$ cat src/design/ngps_pkg.sv
package ngps_pkg;

   // Store geometry
   localparam int MAX_ELEMENTS = 64;
   localparam int GRID_POINTS  = 5;
   localparam int PTS_PER_ELEM = GRID_POINTS * GRID_POINTS * GRID_POINTS;
   localparam int STORE_DEPTH  = MAX_ELEMENTS * PTS_PER_ELEM;
   localparam int ADDR_W       = $clog2(STORE_DEPTH);

   // Field widths
   localparam int ELEM_W  = 6;
   localparam int GRID_W  = 3;
   localparam int COORD_W = 24;
   localparam int SQ_W    = 2 * COORD_W;
   localparam int DIST_W  = 50;
   localparam int CSR_W   = 7;
   localparam int POINT_W = 3 * COORD_W;

   localparam logic [GRID_W-1:0] GRID_LAST = GRID_W'(GRID_POINTS - 1);
   localparam logic [ELEM_W-1:0] ELEM_LAST = ELEM_W'(MAX_ELEMENTS - 1);

   // Operation codes
   localparam logic OP_WRITE = 1'b0;
   localparam logic OP_QUERY = 1'b1;

   typedef struct packed {
      logic [ELEM_W-1:0] element;
      logic [GRID_W-1:0] grid_k;
      logic [GRID_W-1:0] grid_j;
      logic [GRID_W-1:0] grid_i;
   } idx_type;

   typedef struct packed {
      logic [ELEM_W-1:0]         element;
      logic [GRID_W-1:0]         grid_k;
      logic [GRID_W-1:0]         grid_j;
      logic [GRID_W-1:0]         grid_i;
      logic signed [COORD_W-1:0] pos_x;
      logic signed [COORD_W-1:0] pos_y;
      logic signed [COORD_W-1:0] pos_z;
   } req_data_type;

   typedef struct packed {
      idx_type           best_idx;
      logic [DIST_W-1:0] best_dist_sq;
   } rsp_data_type;

   // Controller to datapath
   typedef struct packed {
      logic store_wr;
      logic query_start;
      logic issue;
      logic load_rsp;
   } cmd_type;

   // Datapath to controller
   typedef struct packed {
      logic last_issue;
      logic pipe_busy;
      logic rsp_free;
   } sts_type;

endpackage

$ cat src/design/ngps_ctrl.sv
module ngps_ctrl (
   input  logic              clock,
   input  logic              reset,
   input  logic              req_valid,
   input  logic              req_op,
   output logic              req_ready,
   input  ngps_pkg::sts_type sts,
   output ngps_pkg::cmd_type cmd
);
   import ngps_pkg::*;

   localparam logic [1:0] ST_IDLE  = 2'd0;
   localparam logic [1:0] ST_SCAN  = 2'd1;
   localparam logic [1:0] ST_DRAIN = 2'd2;
   localparam logic [1:0] ST_DONE  = 2'd3;

   logic [1:0] state_ff;
   logic [1:0] state_in;
   logic       req_xfer;

   assign req_ready = (state_ff == ST_IDLE);
   assign req_xfer  = req_valid && req_ready;

   // Next state and commands
   always_comb begin
      state_in        = state_ff;
      cmd             = '0;
      unique case (state_ff)
         ST_IDLE: begin
            if (req_xfer) begin
               if (req_op == OP_QUERY) begin
                  cmd.query_start = 1'b1;
                  state_in        = ST_SCAN;
               end else begin
                  cmd.store_wr = 1'b1;
               end
            end
         end
         ST_SCAN: begin
            cmd.issue = 1'b1;
            if (sts.last_issue) begin
               state_in = ST_DRAIN;
            end
         end
         ST_DRAIN: begin
            if (!sts.pipe_busy) begin
               state_in = ST_DONE;
            end
         end
         ST_DONE: begin
            // wait for the result register to be free
            if (sts.rsp_free) begin
               cmd.load_rsp = 1'b1;
               state_in     = ST_IDLE;
            end
         end
         default: begin
            state_in = ST_IDLE;
         end
      endcase
   end

   always_ff @(posedge clock) begin
      if (reset) begin
         state_ff <= ST_IDLE;
      end else begin
         state_ff <= state_in;
      end
   end

endmodule

$ cat config.mk
export PLATFORM = sky130hd
export DESIGN_NAME = ngps_ctrl
export DESIGN_NICKNAME = d
export VERILOG_FILES = /design/src/design/ngps_pkg.sv /design/src/design/ngps_ctrl.sv
export SDC_FILE = /design/constraint.sdc
export NUM_CORES = 1
export LEC_CHECK = 0
export BUFFER_PORTS_ARGS = -buffer_cell sky130_fd_sc_hd__buf_2
export CAP_MARGIN = 20
export CORE_AREA = 2 2 39 41
export CTS_BUF_LIST = sky130_fd_sc_hd__clkbuf_8
export DETAILED_ROUTE_END_ITERATION = 8
export DIE_AREA = 0 0 41 43
export PLACE_DENSITY = 0.36
export SYNTH_ARGS = -nofsm -noshare
export SYNTH_HDL_FRONTEND = slang
export SYNTH_SLANG_ARGS = --single-unit
$ cat constraint.sdc
create_clock -name clock -period 1.4 [get_ports clock]
set_input_delay 0.07 -clock clock [delete_from_list [all_inputs] [get_ports clock]]
set_output_delay 0.07 -clock clock [all_outputs]
set_load 0.02 [all_outputs]
## After elaboration in Yosys (flattened, before gate mapping)

Cells that the tools add are included.
Widths: inputs -> output; s select.

| word-level totals | value |
|---|---|
| bits in registers | 2 |
| latch bits | 0 |
| memory bits (writable) | 0 |
| memory bits (read-only) | 0 |
| input port bits | 7 |
| output and inout bits | 5 |
| word-level logic and storage cells | 25 |
| memories | 0 |

| operators by class | value |
|---|---|
| add/subtract/negate cells | 0 |
| multipliers | 0 |
| divide/modulo/power cells | 0 |
| $lt $le $gt $ge | 0 |
| equality and inequality tests | 8 |
| shift operators | 0 |
| muxes and demuxes | 13 |
| bitwise gates (word level) | 0 |
| reduce and logical (&&, ||, !) cells | 3 |

Operators with widths:

| cell | number |
|---|---|
| $mux 2 | 7 |
| $ne 2x2->1 const B | 4 |
| $pmux 2 s4 | 1 |
| $mux 1 | 5 |
| $reduce_and 5->1 | 1 |
| $eq 2x2->1 const B | 2 |
| $eq 2x1->1 const B | 1 |
| $logic_not 2->1 | 1 |
| $ne 2x1->1 const B | 1 |
| $logic_and 1x1->1 | 1 |

## Depth between registers and ports, before layout

| logic depth | value |
|---|---|
| depth after elaboration | 4 |
| mapped depth | 5 |
| gate-level depth less buffers | 5 |

## Worst setup path before layout

Ideal clock, no wire load.

| path | value |
|---|---|
| path kind | register -> register |
| start | reg state_ff[1] |
| end | reg state_ff[1] |
| library setup time | 72 ps |
| arrival | 1365 ps |
| data required time | 1328 ps |
| slack | -36 ps |
| cell stages (with the launch flop) | 6 |
| buffers on the path | 0 |
| clock period less this slack | 1436 ps |
| path through | dfxtp_1 inv_1 ha_1 nor2b_4 a2111oi_4 mux2i_1 |

| on the way | value |
|---|---|
| word-level cells in the longest chain between the ends | 4 |
| elaborated cells on any way between the ends | 12 |
| those cells by class | eq/ne: 8; mux: 1; reduce/logical: 3 |

Ends and longest elaborated chain:

| element | line | text |
|---|---|---|
| start: declaration | ngps_ctrl.sv:17 | `logic [1:0] state_ff;` |
| start signal: assignment | ngps_ctrl.sv:67 | `state_ff <= state_in;` |
| $logic_not 2->1 | ngps_ctrl.sv:21, ngps_ctrl.sv:28 |  |
| $logic_and 1x1->1 | ngps_ctrl.sv:22 | `assign req_xfer = req_valid && req_ready;` |
| $ne 2x1->1 (no source line) | -- |  |
| $reduce_and 5->1 (no source line) | -- |  |

Several ways; a longest one is shown, not always the timed one.
A chain may end at the register's enable or synchronous reset.

## Worst setup path after layout

| path | value |
|---|---|
| start | reg state_ff[0] |
| end | reg state_ff[1] |

The elaborated chain is that of the path after synthesis.

==> flow_summary.toml <==
[pwr]
leakagePower_nw = 0.185
p_clk_share_pct = 28.0
p_comb_share_pct = 56.2
max-vdd-ir-drop_v = 0.000677
pwr_density_cell_nw_per_um2 = 2130
p_sw_share_pct = 35.4
power.total_w = 0.000790
p_seq_share_pct = 15.9
p_sw_w = 0.000280
internal-power_w = 0.000510

[synth]
synth_top_area_share_pct = 23.5
synthCells = 22
synth_top_cell_by_area = "ha_1"
synth.area.top_cells = "ha_1 24%, dfxtp_1 19%, a2111oi_4 13%"
yosysSeqAreaShare_pct = 18.8
yosys_warnings = 0
avgSynthCellArea_um2 = 9.67
syn_nets = 33
synthDistinctLibCells = 14
syn_area_um2 = 213
synth-seq-cells = 2

[clocking]
cts_buffers = 3
cts_tree = "built"
cts_setup_buffers = 0
htreeDepth = 1
cts_max_path_buffers = 2
root_buffer = "clkbuf_8"
clk-insertion-delay-late_ns = 0.21
clk_pin_slew_ns = 0.03
cts_sinks = 2

[sta]
slew_viol_final = 0
worst_slew_pin_slew_ns = 0.300
fin_hold_ws_ns = 0.156
setup_tns_ns = 0
setup_viol = 0
max_freq_ghz = 0.748
rsz0062_at_grt = "false"
relSlewSlack_pct = 80.0
finalCriticalPeriod_ns = 1.34
fin_skew_ns = 0.00291
timing.final.crit_share_pct = 95.5
timing.final.hold_violations = 0

[floorplan]
die_area_um2 = 1760
io_pins = 12
start_util_pct = 15.4
coreArea_um2 = 1380
dieHeight_um = 43
die_w_um = 41
row_count = 14

[critical_path]
reg2reg_from = "state_ff[0]"
r2r_end = "state_ff[1]"
crit_slowest_cell = "dfxtp_4"
cp.required_ns = 1.53
path_max_fanout = 4
cp-start-kind = "flip-flop"
path_cells = "inv_4 > ha_4 > a21boi_4 > a2111oi_4 > mux2i_1"
crit_type = "flip-flop to flip-flop"
rr_worst_depth = 5
path_depth = 5
slowest_delay_ns = 0.36
critPathBufInv = 1
cp-startpoint = "state_ff[0]"
crit_family = "compound AO/OA/AOI/OAI gates"
cp-end-kind = "flip-flop"
r2r_setup_slack_ns = 0.06
crit_arrival_ns = 1.47

[worst_hold_path]
hp-start = "reset"
min_to = "state_ff[1]"
hold_path_class = "primary input to flip-flop"
whs_path_depth = 4

[final_layout]
area_delta_synth_final_pct = 74.1
fillers = 152
drive_gt1_share_pct = 64.9
antenna_cells = 0
reg_top3 = "state_ff x2"
largest_register_ffs = 2
layout.nets = 50
largest-register = "state_ff"

[global_route]
grt_max_degree = 5
grt_pass1_vias = 201
grt_first_pass_wirelength_um = 690
grt_antenna_before_repair = 0
overflow = 0
track_usage_pct = 6.31

[detailed_routing]
vias_per_cell = 3.77
drt-pass1-iter-count = 1
vias = 200
antenna_left = 0
drc_errors = 0
wl_per_cell_um = 8.08
wirelength_um = 428
drtIter0Drc = 0

[flow_run]
cap_violations = 0

[place]
dp_hpwl_um = 363
place_congestion = 0.697
portBuffers = 11

[outcome]
status = "finished, final reports clean"
-- power groups by stage --
stage / combinational, W / clock (W) / sequential, W
2_1_floorplan: 0.000287 / 0 / 0.000102
3_3_place_gp: 0.000378 / 0 / 0.000110
3_5_place_dp: 0.000387 / 0 / 0.000108
4_1_cts: 0.000389 / 0.000230 / 0.000110
5_1_grt: 0.000497 / 0.000236 / 0.000130
6_report: 0.000444 / 0.000221 / 0.000125
-- placed cells by master (no fill, tap or decap) --
cell        n
nand2_1     3
inv_4       1
ha_2        1
o21ba_1     1
inv_1       1
a21boi_4    1
buf_4       1
and2_1      1
dfxtp_4     1
inv_2       1
buf_2      11
a2111oi_4   1
clkbuf_8    3
ha_1        2
and3_1      1
nor2b_1     1
nor2b_4     1
o41ai_1     1
dfxtp_2     1
nor2_1      1
ha_4        1
mux2i_1     1
-- worst max path at each step --
stage                     slack, ns           to
after floorplan               0.008  state_ff[1]
after global placement        0.009  state_ff[1]
after detailed placement       0.01  state_ff[1]
after CTS                     0.002  state_ff[1]
after global routing          0.007  state_ff[1]
final                          0.06  state_ff[1]
-- cells in the mapped netlist --
master,n
a2111oi_4,1
nor2b_1,1
a21boi_1,1
and3_1,1
and2_1,1
o21ba_1,1
ha_1,4
o41ai_1,1
nand2_1,3
nor2b_4,1
dfxtp_1,2
inv_1,3
nor2_1,1
mux2i_1,1
-- cells by family after synthesis --
family                   after synthesis  share of synthesized area (%)
AO/OA/AOI/OAI                          4                           25.3
AND/OR/NAND/NOR                        8                           22.4
adder cells (fa/ha/maj)                4                           23.5
flip-flops                             2                           18.8
multiplexers                           1                           4.71
buffers and inverters                  3                           5.29
-- cell type report --
class	instances	area (µm²)	area share, %
inverters	3	13.8	3.72
flip-flops and latches	2	45.0	12.2
multi-input cells	17	188	50.7
repair buffers	12	62.6	16.9
clock buffers	3	41.3	11.1
well taps	16	20.0	5.41
-- repair_timing --
item / in CTS / in global routing
gates resized for setup: 1 / 9
hold buffers: 0 / 0
setup endpoints to repair: 1 / 4
pin swaps: 0 / 1
cloned: 0 / 0
-- stage by stage --
| stage | util [%] | setup slack (ns) | cell area, µm² | cells |
|---|---|---|---|---|
| detailed placement | 21.5 | 0.00967 | 298 | 50 |
| global placement | 21.5 | 0.00873 | 298 | 50 |
| CTS | 24.6 | 0.00181 | 340 | 53 |
| finish | 26.8 | 0.0630 | 370 | 53 |
| global route | 26.8 | 0.00723 | 370 | 53 |
| floorplan | - | 0.00800 | 215 | 22 |
-- metal layers --
layer  vias to the layer above  wire [µm]  global-route usage (%)
li1                        104          -                       -
met1                        88        165                    5.43
met2                         8        231                    9.69
met3                         0         31                    4.71
met4                         0          0                    4.00
met5                         -          0                       0
-- tightest hold or removal path: cells and delay by family --
kind / cells / cell delay (ns)
buffers and inverters: 2 / 0.12
AND/OR/NAND/NOR: 1 / 0.06
multiplexers: 1 / 0.05
Power figures use the tool's default switching activity.
